**config.mk**
```make
export PLATFORM = sky130hd
export DESIGN_NAME = spa_ctrl
export DESIGN_NICKNAME = d
export VERILOG_FILES = /design/src/hw/rtl/spa_pkg.sv /design/src/hw/rtl/spa_ctrl.sv
export SDC_FILE = /design/constraint.sdc
export NUM_CORES = 1
export LEC_CHECK = 0
export BUFFER_PORTS_ARGS = -buffer_cell sky130_fd_sc_hd__buf_2
export CORE_AREA = 2 2 39 41
export DETAILED_ROUTE_END_ITERATION = 8
export DIE_AREA = 0 0 41 43
export HOLD_SLACK_MARGIN = 0.03
export PLACE_DENSITY = 0.39
export SLEW_MARGIN = 30
export SYNTH_ARGS = -nofsm -noshare
export SYNTH_HDL_FRONTEND = slang
export SYNTH_SLANG_ARGS = --single-unit
```
**constraint.sdc**
```tcl
create_clock -name i_clk -period 0.85 [get_ports i_clk]
set_input_delay 0.0425 -clock i_clk [delete_from_list [all_inputs] [get_ports i_clk]]
set_output_delay 0.0425 -clock i_clk [all_outputs]
set_load 0.01 [all_outputs]
```
**src/hw/rtl/spa_pkg.sv**
```systemverilog
// Shared types, operation codes and default sizes for the slot pool allocator.
package spa_pkg;

    localparam int SLOTS_DEF      = 1024;
    localparam int VALUE_BITS_DEF = 32;
    localparam int CAP_BITS       = 11;

    localparam logic [CAP_BITS-1:0] CAP_RESET = CAP_BITS'(1024);

    localparam logic [2:0] OP_ADD    = 3'd0;
    localparam logic [2:0] OP_REMOVE = 3'd1;
    localparam logic [2:0] OP_GET    = 3'd2;
    localparam logic [2:0] OP_CHECK  = 3'd3;
    localparam logic [2:0] OP_CLEAR  = 3'd4;

    typedef struct packed {
        logic [2:0]  operation;
        logic [9:0]  slot_index;
        logic [31:0] store_value;
    } t_req;

    typedef struct packed {
        logic [9:0]          handle;
        logic [31:0]         read_value;
        logic                live;
        logic                full_res;
        logic [CAP_BITS-1:0] live_count;
    } t_res;

    typedef struct packed {
        logic capture;
        logic exec;
        logic cfg_we;
    } t_ctl_cmd;

endpackage

```
**src/hw/rtl/spa_ctrl.sv**
```systemverilog
// Controller state machine that sequences each request through read and update.
module spa_ctrl (
    input  logic              i_clk,
    input  logic              i_rst_n,
    input  logic              start,
    input  logic              i_cfg_valid,
    output logic              busy,
    output logic              o_cfg_ready,
    output logic              o_res_strobe,
    output spa_pkg::t_ctl_cmd o_cmd
);
    import spa_pkg::*;

    typedef enum logic [1:0] {
        S_IDLE = 2'b01,
        S_EXEC = 2'b10
    } t_state;

    t_state r_state;
    t_state n_state;
    logic   r_strobe;

    always_comb begin
        n_state = r_state;
        case (r_state)
            S_IDLE: begin
                if (start) begin
                    n_state = S_EXEC;
                end
            end
            S_EXEC: begin
                n_state = S_IDLE;
            end
            default: begin
                n_state = S_IDLE;
            end
        endcase
    end

    always_ff @(posedge i_clk) begin
        if (!i_rst_n) begin
            r_state  <= S_IDLE;
            r_strobe <= 1'b0;
        end else begin
            r_state  <= n_state;
            r_strobe <= (r_state == S_EXEC);
        end
    end

    assign busy          = (r_state != S_IDLE);
    assign o_cfg_ready   = (r_state == S_IDLE);
    assign o_res_strobe  = r_strobe;
    assign o_cmd.capture = start && (r_state == S_IDLE);
    assign o_cmd.exec    = (r_state == S_EXEC);
    assign o_cmd.cfg_we  = i_cfg_valid && (r_state == S_IDLE);

endmodule

```
After elaboration in Yosys (flattened, before gate mapping) --
Index checks and enable logic that the tools add are counted.
Storage, ports and cells: register bits after elaboration 3, output and inout port bits 6, word-level logic and storage cells 8
Cells by class: equal/unequal tests 3, reduce and logical (&&, ||, !) cells 3
Operators with widths (number):
- equality test 2 x 1 -> 1 bit, second input constant | 1
- equality test 2 bit, second input constant | 1
- logical AND 1 bit | 2
- inequality test 2 x 1 -> 1 bit, second input constant | 1
- AND reduction 2 bit | 1

Longest topological paths before layout --
word-level depth 2, mapped depth 1

Least setup slack after synthesis --
Ideal clock, no wire load.
path type register to register, start reg r_state[1], end reg r_state[1], arrival time 549 ps, required time 733 ps, path slack 184 ps, cell stages (with the launch flop) 2, clock period less this slack 666 ps, path through dfxtp_1 -> and4b_1
Between the ends: longest elaborated chain between the ends 2
Ends and longest elaborated chain:
- start, declared | line spa_ctrl.sv:19 | t_state r_state;
- start signal, assigned | line spa_ctrl.sv:45 | r_state <= n_state;
- equality test 2 x 1 -> 1 bit | line spa_ctrl.sv:25 | case (r_state)
- AND reduction 2 bit (no source line)
Every way passes these cells. A chain may end at the register's enable or synchronous reset.

==> results.md <==
Critical path:
- The family with the most delay on the worst path is flip-flops.
- For the worst setup path, the data required time is 810 ps.
- Of all nets on the critical path, the largest fanout is 6.
- The data arrival time of the critical path is 900 ps.
- The kind of capture point of the worst setup path is a primary output.
- The sum of buffers and inverters on the critical path is 1.
- The type of origin of the critical path is a flip-flop.
- Walking the worst path, the cells encountered are and3b_2 -> buf_6.
- The slowest stage of the critical path belongs to the cell dfxtp_4.
- The largest stage delay on the critical path is 350 ps.
- The worst setup path is of the reg2out kind.

Power and ir drop:
- In this run switching power makes up 22.9% of total power.
- The total net switching power is 0.000110 W.
- Of the total power, the clock network draws 51.5%.
- Power comes to 0.000482 W.
- The internal portion of total power is 0.000371 W.
- The part of the total power dissipated in sequential elements is 31.8%.
- Combinational logic burns 16.7% of the power.
- The worst voltage drop across the vdd grid is 423 uV.
- For this design the ratio of total power to cell area is 1910 mW/mm2.
- The analysis attributes to cell leakage a power of 0.126 nW.

STA:
- The number of pins exceeding their max-slew limit in the final report is 0.
- For this run, the top clock speed supported by timing is 1060 MHz.
- Setup violations remaining at the end of the flow were counted as 5.
- The headroom to the max-slew limit is 94.6%.
- Setup repair after global routing could not meet its margin everywhere.
- The maximum clock skew at final layout is 0.336 ps.
- The shortest period the worst path allows is 947 ps.
- For the pin with the worst max-slew slack, the measured transition is 79.9 ps.
- Of the available clock period, the critical path in the final layout requires 111%.
- Once routing completed, OpenROAD measured the worst setup slack at -97.5 ps.
- The final hold violation count is 0.

Global routing:
- The first global-routing pass estimated 496 um of wire.
- The global-route usage over all layers is 4.71%.
- The via count of the first global-routing pass is 131.
- The initial antenna violation count is 0.
- Entering global routing, the biggest net connects 9 pins.
- The total grt overflow is 0.

Clock network:
- The number of hold buffers added after CTS was 0.
- In this run the clock root is driven by a clkbuf_4.
- The latest clock arrival within the worst-skew pair is 230 ps.
- The total number of H-tree levels is 1.
- The number of sinks on the clock net is 3.
- TritonCTS created 3 clock buffers.
- Clock-pin slew was measured on the worst setup and hold paths at 40 ps.
- TritonCTS built the clock tree.
- The maximum number of buffers from clock root to sink is 2.

Detailed routing:
- The pre-antenna-repair detailed-routing pass consisted of 2 iterations.
- The via count is 141.
- The routed wire length is 343 um.
- The number of violations reported at the end of detailed-routing iteration 0 is 2.
- The DRC violation count after routing is 0.
- After detailed routing, the average wire length per cell comes to 8.17 um.
- The ratio of routed vias to standard cells is 3.36.
- In this run the remaining antenna-violating nets after routing total 0.

Logic synthesis:
- The post-synth net total is 15.
- The most used flip-flop cell after synthesis is dfxtp_1.
- Of all flip-flops after synthesis, the portion carrying an async set or reset was 0%.
- Summed over its instances, the top area cell type makes up 47.5% of the synthesized netlist area.
- For this run, the register share of the synthesized area comes to 47.5%.
- The total of flip-flops plus latches after synthesis is 3.
- The number of enable flip-flop cells after synthesis is 0.
- After synthesis, the most frequently instantiated cells are dfxtp_1, and3b_2, nor2b_1.
- Each instance of the synthesized netlist takes up on average 11.5 um2.
- In the post-synthesis netlist, the biggest area contributors are dfxtp_1, and3b_2, nor2b_1, and4b_1, and3b_1.
- Synthesis produced a netlist whose cell count is 11.
- The netlist area before placement is 126 um2.
- The number of warnings printed during yosys synthesis is 0.
- The cell taking the most area after synthesis is dfxtp_1.
- By instance count, the leading cell after synthesis is dfxtp_1.
- The number of different library cells in the post-synthesis netlist is 7.

Hold path:
- The class of the most critical hold timing path is in2reg.

Run status:
- The run finished, with violations left.
- The checks that failed: negative setup slack.

Floorplanning:
- In this run the count of I/O pins placed on the die edge is 10.
- In this run the vertical extent of the chip is 43 um.
- The site row count is 14.
- The starting density of the core is 9.13%.
- The die covers 0.00176 mm2.
- The die is 41 um wide.
- The core footprint is 0.00138 mm2.

Finish:
- From synthesis to final layout, the design area changed by 100%.
- The core occupancy in the finished layout is 18.3%.
- The final antenna diode count is 0.
- The post-route netlist has 69.2% of its cells at a drive strength greater than 1.
- The final net count is 31.

Place:
- Input and output buffers added on the ports amount to 9.
- The placer congestion estimate is 0.542.

Flow run:
- Max-cap violations in this run came to 0.
flip-flops by register name, indices dropped and copies added, names as in the netlist:
| signal | cells |
|---|---|
| r_state | 2 |
| o_res_strobe | 1 |
worst reg2reg max path, stage by stage (launching register included):
cell and delay [ps]:
dfxtp_4 340, buf_4 130, nand4b_1 160
routing by layer:
metal / GRT usage, % / routed length (um)
met5: 0 / 0
met4: 6.00 / 0
met3: 3.14 / 63
met2: 5.00 / 132
met1: 5.13 / 147
kinds of logic after synthesis:
group and synth area share [%]:
and+or+nand+nor 52.5, DFF 47.5
cells in the final DEF, fill, tap and decap left out:
cell,n
nand4b_1,1
buf_4,2
clkbuf_4,3
and3b_2,2
clkbuf_1,1
nand2b_1,1
and4b_1,1
nor2b_1,2
dfxtp_1,1
dfxtp_4,2
buf_2,7
and3b_1,1
buf_6,2
per-stage QoR:
stage	cells	setup slack (ps)	TNS [ps]	area, um2	hold slack, ps
floorplan	11	184	0	126	130
global placement	36	92.0	0	191	270
detailed placement	36	56.2	0	191	280
CTS	41	-109	-362	243	34.3
global route	42	-135	-444	253	32.0
finish	42	-97.5	-258	253	41.0
what timing repair did:
action | in CTS | in global routing
setup buffers | 1 | 1
setup endpoints to repair | 5 | 5
pin swaps | 0 | 1
resized for setup | 5 | 1
area by class of cell:
class / count / area [um2]
multi-input combinational: 8 / 66.3
clock buffer: 4 / 26.3
timing repair buffer: 11 / 72.6
tap: 16 / 20.0
fill: 166 / 1130
sequential: 3 / 67.6
worst paths after layout:
kind         depth (start not counted)               startpoint  slack (ps)                      end
min                                  2                    start          40  r_state[0]$_SDFFE_PN1P_
min reg2reg                          2  r_state[1]$_SDFFE_PN0P_         600  r_state[0]$_SDFFE_PN1P_
max                                  2  r_state[1]$_SDFFE_PN0P_        -100                 o_cmd[2]
max reg2reg                          2  r_state[1]$_SDFFE_PN0P_          80  r_state[0]$_SDFFE_PN1P_
power by group through the flow:
stage	Combinational, W	Sequential [W]	Clock, W
after floorplan	0.0000315	0.000157	0
after global placement	0.0000593	0.000158	0
after detailed placement	0.0000597	0.000160	0
after CTS	0.0000758	0.000156	0.000266
after global routing	0.0000869	0.000155	0.000277
final	0.0000804	0.000153	0.000248
No activity file was read; power rests on OpenSTA's default activity.
